### src/hdl/lidt_pkg.sv
// lidt_pkg: shared constants for the link identifier table
// command codes, field widths and the default table depth
// no dependencies
package lidt_pkg;

    // field widths fixed by the interface
    localparam int CMD_W   = 2;
    localparam int ID_W    = 32;
    localparam int TOTAL_W = 5;

    // default number of table entries
    localparam int DEFAULT_TABLE_DEPTH = 16;

    // command codes
    localparam logic [CMD_W-1:0] CMD_INSERT   = 2'd0;
    localparam logic [CMD_W-1:0] CMD_DELETE   = 2'd1;
    localparam logic [CMD_W-1:0] CMD_FIND     = 2'd2;
    localparam logic [CMD_W-1:0] CMD_FIND_SRC = 2'd3;

    // source id reported when a destination lookup misses
    localparam logic [ID_W-1:0] MISS_SOURCE = '1;

endpackage

### src/hdl/link_identifier_table.sv
// link_identifier_table: bounded table of (source, destination, service) link ids
// entries, validity and age rank live in one synchronous single-port-per-side memory
// depends on lidt_pkg
//
//   transfer   direction  ports                                   handshake
//   command    in         cmd, source_id, dest_id, service_kind   start & !busy
//   result     out        hit, found_source, dropped, entry_total done, one cycle
//
// A command scans all TABLE_DEPTH entries through the memory read port, one per
// cycle, then decides in ST_DECIDE; the result is strobed in the cycle after.
// A new-key insert with a free slot or a hitting delete then re-ranks all entries
// in a read-modify-write pass through ST_UPDATE and ST_UPDATE_END with busy held
// high, the result strobed as ST_UPDATE begins. After reset a clearing pass holds
// busy high. The result is strobed for one cycle and cannot be held off.
module link_identifier_table #(
    parameter int TABLE_DEPTH = lidt_pkg::DEFAULT_TABLE_DEPTH
) (
    input  logic                          clk,
    input  logic                          rst_n,
    input  logic                          start,
    output logic                          busy,
    input  logic [lidt_pkg::CMD_W-1:0]    cmd,
    input  logic [lidt_pkg::ID_W-1:0]     source_id,
    input  logic [lidt_pkg::ID_W-1:0]     dest_id,
    input  logic [lidt_pkg::ID_W-1:0]     service_kind,
    output logic                          done,
    output logic                          hit,
    output logic [lidt_pkg::ID_W-1:0]     found_source,
    output logic                          dropped,
    output logic [lidt_pkg::TOTAL_W-1:0]  entry_total
);

    localparam int IW = (TABLE_DEPTH > 1) ? $clog2(TABLE_DEPTH) : 1;
    localparam int SW = IW;
    localparam int CW = $clog2(TABLE_DEPTH + 1);
    localparam int IDW = lidt_pkg::ID_W;
    localparam int KW = 3 * IDW;
    localparam int WW = 1 + SW + KW;
    localparam logic [IW-1:0] LAST_IDX = IW'(TABLE_DEPTH - 1);

    typedef enum logic [6:0] {
        ST_CLEAR      = 7'b0000001,
        ST_IDLE       = 7'b0000010,
        ST_SCAN       = 7'b0000100,
        ST_SCAN_END   = 7'b0001000,
        ST_DECIDE     = 7'b0010000,
        ST_UPDATE     = 7'b0100000,
        ST_UPDATE_END = 7'b1000000
    } state_t;

    // table memory: {valid, rank, source, destination, service}
    logic [WW-1:0] mem [TABLE_DEPTH];
    logic [WW-1:0] mem_rdata_reg;
    logic          mem_we;
    logic          mem_re;
    logic [IW-1:0] mem_waddr;
    logic [IW-1:0] mem_raddr;
    logic [WW-1:0] mem_wdata;

    state_t                 state_reg, state_next;
    logic [IW-1:0]          cnt_reg, cnt_next;
    logic [lidt_pkg::CMD_W-1:0] cmd_reg, cmd_next;
    logic [IDW-1:0]         src_reg, src_next;
    logic [IDW-1:0]         dst_reg, dst_next;
    logic [IDW-1:0]         svc_reg, svc_next;
    logic                   pend_reg, pend_next;
    logic                   pend_upd_reg, pend_upd_next;
    logic [IW-1:0]          pend_idx_reg, pend_idx_next;
    logic                   exact_hit_reg, exact_hit_next;
    logic [IW-1:0]          exact_idx_reg, exact_idx_next;
    logic [SW-1:0]          exact_rank_reg, exact_rank_next;
    logic                   free_found_reg, free_found_next;
    logic [IW-1:0]          free_idx_reg, free_idx_next;
    logic                   dv_hit_reg, dv_hit_next;
    logic [SW-1:0]          best_rank_reg, best_rank_next;
    logic [IDW-1:0]         best_src_reg, best_src_next;
    logic [CW-1:0]          count_reg, count_next;
    logic                   upd_insert_reg, upd_insert_next;
    logic                   done_reg, done_next;
    logic                   hit_reg, hit_next;
    logic [IDW-1:0]         found_reg, found_next;
    logic                   dropped_reg, dropped_next;
    logic [lidt_pkg::TOTAL_W-1:0] total_reg, total_next;

    // fields of the word read last cycle
    logic           r_valid;
    logic [SW-1:0]  r_rank;
    logic [IDW-1:0] r_src;
    logic [IDW-1:0] r_dst;
    logic [IDW-1:0] r_svc;
    logic           r_dv_match;
    logic           r_exact;

    assign r_valid    = mem_rdata_reg[WW-1];
    assign r_rank     = mem_rdata_reg[WW-2 -: SW];
    assign r_src      = mem_rdata_reg[3*IDW-1 -: IDW];
    assign r_dst      = mem_rdata_reg[2*IDW-1 -: IDW];
    assign r_svc      = mem_rdata_reg[IDW-1:0];
    assign r_dv_match = r_valid && (r_dst == dst_reg) && (r_svc == svc_reg);
    assign r_exact    = r_dv_match && (r_src == src_reg);

    // memory: one write and one registered read per cycle
    always_ff @(posedge clk)
    begin
        if (mem_we)
        begin
            mem[mem_waddr] <= mem_wdata;
        end
        if (mem_re)
        begin
            mem_rdata_reg <= mem[mem_raddr];
        end
    end

    // sequencer, scan accumulators and re-rank write-back
    always_comb
    begin
        state_next      = state_reg;
        cnt_next        = cnt_reg;
        cmd_next        = cmd_reg;
        src_next        = src_reg;
        dst_next        = dst_reg;
        svc_next        = svc_reg;
        pend_next       = 1'b0;
        pend_upd_next   = pend_upd_reg;
        pend_idx_next   = pend_idx_reg;
        exact_hit_next  = exact_hit_reg;
        exact_idx_next  = exact_idx_reg;
        exact_rank_next = exact_rank_reg;
        free_found_next = free_found_reg;
        free_idx_next   = free_idx_reg;
        dv_hit_next     = dv_hit_reg;
        best_rank_next  = best_rank_reg;
        best_src_next   = best_src_reg;
        count_next      = count_reg;
        upd_insert_next = upd_insert_reg;
        done_next       = 1'b0;
        hit_next        = hit_reg;
        found_next      = found_reg;
        dropped_next    = dropped_reg;
        total_next      = total_reg;
        mem_we          = 1'b0;
        mem_re          = 1'b0;
        mem_waddr       = pend_idx_reg;
        mem_raddr       = cnt_reg;
        mem_wdata       = mem_rdata_reg;

        // data of the entry read last cycle
        if (pend_reg)
        begin
            if (pend_upd_reg)
            begin
                mem_we = 1'b1;
                if (upd_insert_reg)
                begin
                    if (pend_idx_reg == free_idx_reg)
                    begin
                        mem_wdata = {1'b1, {SW{1'b0}}, src_reg, dst_reg, svc_reg};
                    end
                    else if (r_valid)
                    begin
                        mem_wdata = {1'b1, r_rank + SW'(1), r_src, r_dst, r_svc};
                    end
                end
                else
                begin
                    if (pend_idx_reg == exact_idx_reg)
                    begin
                        mem_wdata = {1'b0, r_rank, r_src, r_dst, r_svc};
                    end
                    else if (r_valid && (r_rank > exact_rank_reg))
                    begin
                        mem_wdata = {1'b1, r_rank - SW'(1), r_src, r_dst, r_svc};
                    end
                end
            end
            else
            begin
                // exact key match
                if (r_exact && !exact_hit_reg)
                begin
                    exact_hit_next  = 1'b1;
                    exact_idx_next  = pend_idx_reg;
                    exact_rank_next = r_rank;
                end
                // lowest free slot
                if (!r_valid && !free_found_reg)
                begin
                    free_found_next = 1'b1;
                    free_idx_next   = pend_idx_reg;
                end
                // newest destination and service match
                if (r_dv_match && (!dv_hit_reg || (r_rank < best_rank_reg)))
                begin
                    best_rank_next = r_rank;
                    best_src_next  = r_src;
                end
                if (r_dv_match)
                begin
                    dv_hit_next = 1'b1;
                end
            end
        end

        case (state_reg)
            ST_CLEAR:
            begin
                mem_we    = 1'b1;
                mem_waddr = cnt_reg;
                mem_wdata = '0;
                if (cnt_reg == LAST_IDX)
                begin
                    cnt_next   = '0;
                    state_next = ST_IDLE;
                end
                else
                begin
                    cnt_next = cnt_reg + IW'(1);
                end
            end
            ST_IDLE:
            begin
                if (start)
                begin
                    cmd_next        = cmd;
                    src_next        = source_id;
                    dst_next        = dest_id;
                    svc_next        = service_kind;
                    exact_hit_next  = 1'b0;
                    free_found_next = 1'b0;
                    dv_hit_next     = 1'b0;
                    cnt_next        = '0;
                    state_next      = ST_SCAN;
                end
            end
            ST_SCAN:
            begin
                mem_re        = 1'b1;
                pend_next     = 1'b1;
                pend_upd_next = 1'b0;
                pend_idx_next = cnt_reg;
                if (cnt_reg == LAST_IDX)
                begin
                    state_next = ST_SCAN_END;
                end
                else
                begin
                    cnt_next = cnt_reg + IW'(1);
                end
            end
            ST_SCAN_END:
            begin
                state_next = ST_DECIDE;
            end
            ST_DECIDE:
            begin
                done_next    = 1'b1;
                hit_next     = 1'b0;
                found_next   = '0;
                dropped_next = 1'b0;
                cnt_next     = '0;
                state_next   = ST_IDLE;
                case (cmd_reg)
                    lidt_pkg::CMD_INSERT:
                    begin
                        if (exact_hit_reg)
                        begin
                            hit_next = 1'b1;
                        end
                        else if (!free_found_reg)
                        begin
                            dropped_next = 1'b1;
                        end
                        else
                        begin
                            count_next      = count_reg + CW'(1);
                            upd_insert_next = 1'b1;
                            state_next      = ST_UPDATE;
                        end
                    end
                    lidt_pkg::CMD_DELETE:
                    begin
                        if (exact_hit_reg)
                        begin
                            hit_next        = 1'b1;
                            count_next      = count_reg - CW'(1);
                            upd_insert_next = 1'b0;
                            state_next      = ST_UPDATE;
                        end
                    end
                    lidt_pkg::CMD_FIND:
                    begin
                        hit_next = exact_hit_reg;
                    end
                    lidt_pkg::CMD_FIND_SRC:
                    begin
                        hit_next   = dv_hit_reg;
                        found_next = dv_hit_reg ? best_src_reg : lidt_pkg::MISS_SOURCE;
                    end
                    default:
                    begin
                        hit_next = 1'b0;
                    end
                endcase
                total_next = lidt_pkg::TOTAL_W'(count_next);
            end
            ST_UPDATE:
            begin
                mem_re        = 1'b1;
                pend_next     = 1'b1;
                pend_upd_next = 1'b1;
                pend_idx_next = cnt_reg;
                if (cnt_reg == LAST_IDX)
                begin
                    state_next = ST_UPDATE_END;
                end
                else
                begin
                    cnt_next = cnt_reg + IW'(1);
                end
            end
            ST_UPDATE_END:
            begin
                state_next = ST_IDLE;
            end
            default:
            begin
                state_next = ST_IDLE;
            end
        endcase
    end

    // state registers
    always_ff @(posedge clk or negedge rst_n)
    begin
        if (!rst_n)
        begin
            state_reg      <= ST_CLEAR;
            cnt_reg        <= '0;
            cmd_reg        <= '0;
            src_reg        <= '0;
            dst_reg        <= '0;
            svc_reg        <= '0;
            pend_reg       <= 1'b0;
            pend_upd_reg   <= 1'b0;
            pend_idx_reg   <= '0;
            exact_hit_reg  <= 1'b0;
            exact_idx_reg  <= '0;
            exact_rank_reg <= '0;
            free_found_reg <= 1'b0;
            free_idx_reg   <= '0;
            dv_hit_reg     <= 1'b0;
            best_rank_reg  <= '0;
            best_src_reg   <= '0;
            count_reg      <= '0;
            upd_insert_reg <= 1'b0;
            done_reg       <= 1'b0;
            hit_reg        <= 1'b0;
            found_reg      <= '0;
            dropped_reg    <= 1'b0;
            total_reg      <= '0;
        end
        else
        begin
            state_reg      <= state_next;
            cnt_reg        <= cnt_next;
            cmd_reg        <= cmd_next;
            src_reg        <= src_next;
            dst_reg        <= dst_next;
            svc_reg        <= svc_next;
            pend_reg       <= pend_next;
            pend_upd_reg   <= pend_upd_next;
            pend_idx_reg   <= pend_idx_next;
            exact_hit_reg  <= exact_hit_next;
            exact_idx_reg  <= exact_idx_next;
            exact_rank_reg <= exact_rank_next;
            free_found_reg <= free_found_next;
            free_idx_reg   <= free_idx_next;
            dv_hit_reg     <= dv_hit_next;
            best_rank_reg  <= best_rank_next;
            best_src_reg   <= best_src_next;
            count_reg      <= count_next;
            upd_insert_reg <= upd_insert_next;
            done_reg       <= done_next;
            hit_reg        <= hit_next;
            found_reg      <= found_next;
            dropped_reg    <= dropped_next;
            total_reg      <= total_next;
        end
    end

    // outputs
    assign busy         = (state_reg != ST_IDLE);
    assign done         = done_reg;
    assign hit          = hit_reg;
    assign found_source = found_reg;
    assign dropped      = dropped_reg;
    assign entry_total  = total_reg;

endmodule
### config.mk
export PLATFORM = sky130hd
export DESIGN_NAME = link_identifier_table
export DESIGN_NICKNAME = d
export VERILOG_FILES = /design/src/hdl/lidt_pkg.sv /design/src/hdl/link_identifier_table.sv
export SDC_FILE = /design/constraint.sdc
export NUM_CORES = 2
export LEC_CHECK = 0
export BUFFER_PORTS_ARGS = -buffer_cell sky130_fd_sc_hd__buf_4
export CAP_MARGIN = 20
export CORE_AREA = 2 2 375 377
export DETAILED_ROUTE_END_ITERATION = 6
export DIE_AREA = 0 0 377 379
export PLACE_DENSITY = 0.74
export SLEW_MARGIN = 20
export SYNTH_ARGS = -nofsm -noshare
export SYNTH_HDL_FRONTEND = slang
export SYNTH_SLANG_ARGS = --single-unit
### constraint.sdc
create_clock -name clk -period 6 [get_ports clk]
set_input_delay 0.9 -clock clk [delete_from_list [all_inputs] [get_ports clk]]
set_output_delay 0.9 -clock clk [all_outputs]
set_load 0.03 [all_outputs]
### After elaboration in Yosys (flattened, before gate mapping)

Memory sizes are Yosys's and may differ from the RTL's. A register that Yosys moved wholly into a read port is not among the register bits.
Cells that the tools add are included.
Widths: inputs -> output; s select.

* register bits after elaboration: 207
* latch bits: 0
* RAM bits: 1616
* ROM bits: 0
* input bits: 101
* word-level logic and storage cells: 141
* memories: 1

Memories
* mem: depth 16, bits a word 101, rd ports 1, clocked after memory_dff 1, write ports 1, line link_identifier_table.sv:52 `logic [WW-1:0] mem [TABLE_DEPTH];`

* $add $sub $neg: 5
* $mul: 0
* divide/modulo/power cells: 0
* order comparisons: 2
* equality and inequality tests: 24
* shifts and indexed selects: 0
* mux-type cells: 60
* bitwise logic cells: 1
* reduce and logical (&&, ||, !) cells: 25

Operators by type and width (number)
* $mux 101: 8
* $eq 32x32->1: 3
* $mux 32: 2
* $pmux 7 s6: 1
* $mux 1: 29
* $mux 7: 4
* $mux 6: 3
* $mux 4: 4
* $ne 2x2->1 const B: 8
* $pmux 4 s4: 1
* $mux 5: 3
* $pmux 6 s2: 1
* $reduce_and 3->1: 4
* $pmux 5 s2: 1
* $add 4x1->4 const B: 2
* $eq 4x4->1: 2
* $eq 7x1->1 const B: 1
* $eq 7x2->1 const B: 1
* $eq 7x3->1 const B: 1
* $eq 7x4->1 const B: 1
* $eq 7x5->1 const B: 1
* $eq 7x6->1 const B: 1
* $logic_and 1x1->1: 7
* $ne 7x2->1 const B: 1
* other kinds (20): 27

### Depth between registers and ports, before layout

* word-level depth: 10
* depth in mapped cells: 9

### Worst setup path before layout

OpenSTA, ideal clock, no wires.

* kind: flip-flop to flip-flop
* start point: register cnt_reg[0]
* end point: memory mem[5][0] in the netlist's numbering (enable)
* arrival time: 6.011 ns
* data required time: 5.438 ns
* setup slack: -0.574 ns
* stages on the path, launching flop included: 8
* period minus slack after synthesis: 6.574 ns
* cell sequence: dfrtp_1 -> clkbuf_1 -> clkbuf_1 -> clkbuf_1 -> clkbuf_1 -> nor3b_1 -> a31oi_1 -> nor2_1

* longest elaborated chain between the ends: 1

RTL lines
* from (decl): line link_identifier_table.sv:61 `logic [IW-1:0] cnt_reg, cnt_next;`
* from (signal assigned): line link_identifier_table.sv:366 `cnt_reg <= cnt_next;`
* $mux 4: line link_identifier_table.sv:205 `case (state_reg)`
* to (decl): line link_identifier_table.sv:52

No other way between the ends.

### Worst setup path after layout

* start point: register state_reg[2]
* end point: memory mem[12][31] in the netlist's numbering (enable)

* longest elaborated chain between the ends: 4
* elaborated cells on any way between the ends: 5
* those cells by class: eq/ne: 1; mux: 4

RTL lines
* from (decl): line link_identifier_table.sv:60 `state_t state_reg, state_next;`
* from (signal assigned): line link_identifier_table.sv:365 `state_reg <= state_next;`
* $eq 7x1->1 (*): line link_identifier_table.sv:205
* $mux 1: line link_identifier_table.sv:205
* $mux 1: line link_identifier_table.sv:105 `if (mem_we)`
* $mux 1 (not written as such): line link_identifier_table.sv:107 `mem[mem_waddr] <= mem_wdata;`

Mark *: on every way between the ends. The rest lies on a longest branch, timed or not.

==> results.json <==
{
  "cts-root-buf": "clkbuf_16",
  "outcome": "completed",
  "synth_simple_gate_area_share_pct": 4.539,
  "ys_seq_area_share_pct": 74.61,
  "worstPathRequired_ps": 6450,
  "regArea_um2": 56760,
  "initial_core_util_pct": 54.77,
  "yosysUniqueCellTypes": 62,
  "netlist_area_um2": 76050,
  "ys.flop_type": "edfxtp_1",
  "drcViolationCount": 0,
  "antenna_left": 0,
  "final_core_util_pct": 61.82,
  "skew_ps": 32.94,
  "fmax_ghz": 0.2351,
  "io_buffers": 141,
  "rsz0062_at_grt": "no",
  "ys_ff_latch": 1924,
  "grt_start_max_net_pins": 127,
  "io_pins": 142,
  "syn2layout_area_growth_pct": 12.86,
  "setup_ws_ps": 1746,
  "cts.sinks": 1924,
  "wl_per_cell_um": 29.18,
  "p_leak_uw": 0.02931,
  "netlist_instances": 4501,
  "dr.pass1.iters": 6,
  "grtUsageTotal_pct": 27.20,
  "p_total_uw": 35610,
  "drv_slew": 0,
  "layout_common_cells": "1717 x edfxtp_1, 640 x nand2_1, 307 x mux2i_1, 202 x mux4_2, 202 x dfrtp_1",
  "grt_pass1_wl_um": 283100,
  "multi_input_area_um2": 18600,
  "synth_compound_area_share_pct": 5.811,
  "synthMuxAreaShare_pct": 12.36,
  "drtIter0Drc": 5695,
  "r2r_end": "mem[12][31]",
  "dieHeight_um": 379,
  "ir_worst_vdd_mv": 0.3084,
  "rows": 137,
  "cp.arrival_ps": 4710,
  "timing.reg2reg.setup_slack_ps": 1750,
  "place_hpwl_um": 99850,
  "dieArea_um2": 142900,
  "fin_crit_sh_pct": 70.90,
  "first_global_vias": 42300,
  "layout_commonest_cell": "edfxtp_1",
  "crit-reg2reg-launch": "state_reg[2]",
  "final_cells": 6639,
  "dp_slack_ps": 1917,
  "place_area_um2": 79720,
  "min_period_ps": 4254,
  "synthTopCellsByArea": "edfxtp_1 68%, dfrtp_1 6.8%, mux4_2 6.0%",
  "critical_path_class": "flop to flop",
  "totalWireLength_um": 193700,
  "p_per_area_nw_per_um2": 414.9,
  "gp_routability_congestion": 0.7971,
  "path_max_fanout": 47,
  "clkLatencyLatePin_ps": 830,
  "synth.top_cell.area_share_pct": 67.80,
  "maxCapViolCount": 0,
  "final_area_um2": 85830,
  "synth.net_count": 4616,
  "clk_pin_slew_worst_paths_ps": 60,
  "ctsResizeCount": 0,
  "nets": 4784,
  "postSynth.asyncResetShare_pct": 10.76,
  "ff2ff_path_depth": 6,
  "cts_buffer_depth": 3,
  "hold_path_class": "input pin to async pin",
  "cts.htree.levels": 4,
  "worst_pin_slew_ps": 1181,
  "yosys.area.top_type": "edfxtp_1",
  "end_kind": "flop",
  "holdBufCountCts": 0,
  "cts_buffers": 187,
  "synth_xor_area_share_pct": 0.9904,
  "n_antenna_cell": 0,
  "die_w_um": 377,
  "antenna_found_initial": 5,
  "ys_warn_count": 0,
  "coreArea_um2": 138800,
  "largest_reg_flops": 1616,
  "dp.cells": 6281,
  "cts_tree": "done",
  "synthAdderAreaFrac_pct": 0.2402,
  "grt_overflow": 0,
  "fillers": 9608,
  "via_per_inst": 6.433,
  "crit_path_start_kind": "flop",
  "synth_top_family_by_area": "multiplexers",
  "hold_viol": 0,
  "dr_total_vias": 42710,
  "avgSynthCellArea_um2": 16.90,
  "setup_viol": 0,
  "cts_setup_buffers": 0,
  "drive_above_1_share_pct": 18.44,
  "synth_enable_flop_cells": 1717,
  "slew_headroom_pct": 21.25
}
kinds of logic after synthesis:
logic type      Yosys count
buf+inv                 283
xor+xnor                 86
compound gates          715
simple gates            822
fa+ha+maj                14
mux                     657
flops                  1924
final cells by class:
class,instances,share of cell area [%]
inverters,31,0.1414
flip-flops and latches,1924,66.12
repair buffers,231,2.583
clock buffers,253,5.892
multi-input cells,2294,21.67
clock inverters,99,0.9548
well taps,1807,2.634
worst max path at each step:
| stage | start | end | slack, ps |
|---|---|---|---|
| 2_1_floorplan | cnt_reg[0] | mem[5][0] | -570 |
| 6_report | state_reg[2] | mem[12][31] | 1750 |
| 3_3_place_gp | state_reg[2] | mem[3][16] | 1830 |
| 5_1_grt | state_reg[2] | mem[12][31] | 1640 |
| 3_5_place_dp | state_reg[2] | mem[12][10] | 1920 |
| 4_1_cts | state_reg[2] | mem[12][93] | 1890 |
per-layer routing:
metal / part of all wire [%] / track usage [%] / wire, um / vias up
met5: 0.014 / 0 / 27 / -
met4: 3.2 / 8.732 / 6167 / 4
met3: 10 / 4.979 / 19760 / 400
met2: 48 / 44.06 / 93520 / 2514
met1: 38 / 37.74 / 74250 / 21930
li1: - / - / - / 17870
report_power, final:
part	internal, uW	switching, uW	total [uW]	leakage (uW)
Combinational	2720	4610	7330	0.00835
Clock	6190	5070	11300	0.00288
Sequential	16200	853	17000	0.0181
Total	25100	10500	35600	0.0293
critical path: stages, from the launching register on:
cell and delay [ps]:
dfrtp_1 450, nor4_1 470, and3_4 1000, and3_1 270, a31oi_1 150, nor2_4 880
buf_4 580
cells in the mapped netlist (32+ instances only):
master,n
nor2_1,46
xor2_1,77
nand2_1,642
mux4_2,202
mux2_1,46
buf_1,46
a22oi_1,103
a221oi_1,103
mux2_2,73
o21ai_1,57
mux2i_1,307
nor2b_1,52
a21oi_1,213
clkbuf_1,191
dfrtp_1,206
o31ai_1,32
o21ai_0,169
edfxtp_1,1717
stage by stage:
stage          hold slack, ps  TNS, ps
2_1_floorplan           458.1  -690190
3_3_place_gp            456.7        0
3_5_place_dp            463.7        0
4_1_cts                 37.30        0
5_1_grt                 78.56        0
6_report                32.34        0
No activity file was read; power rests on OpenSTA's default activity.
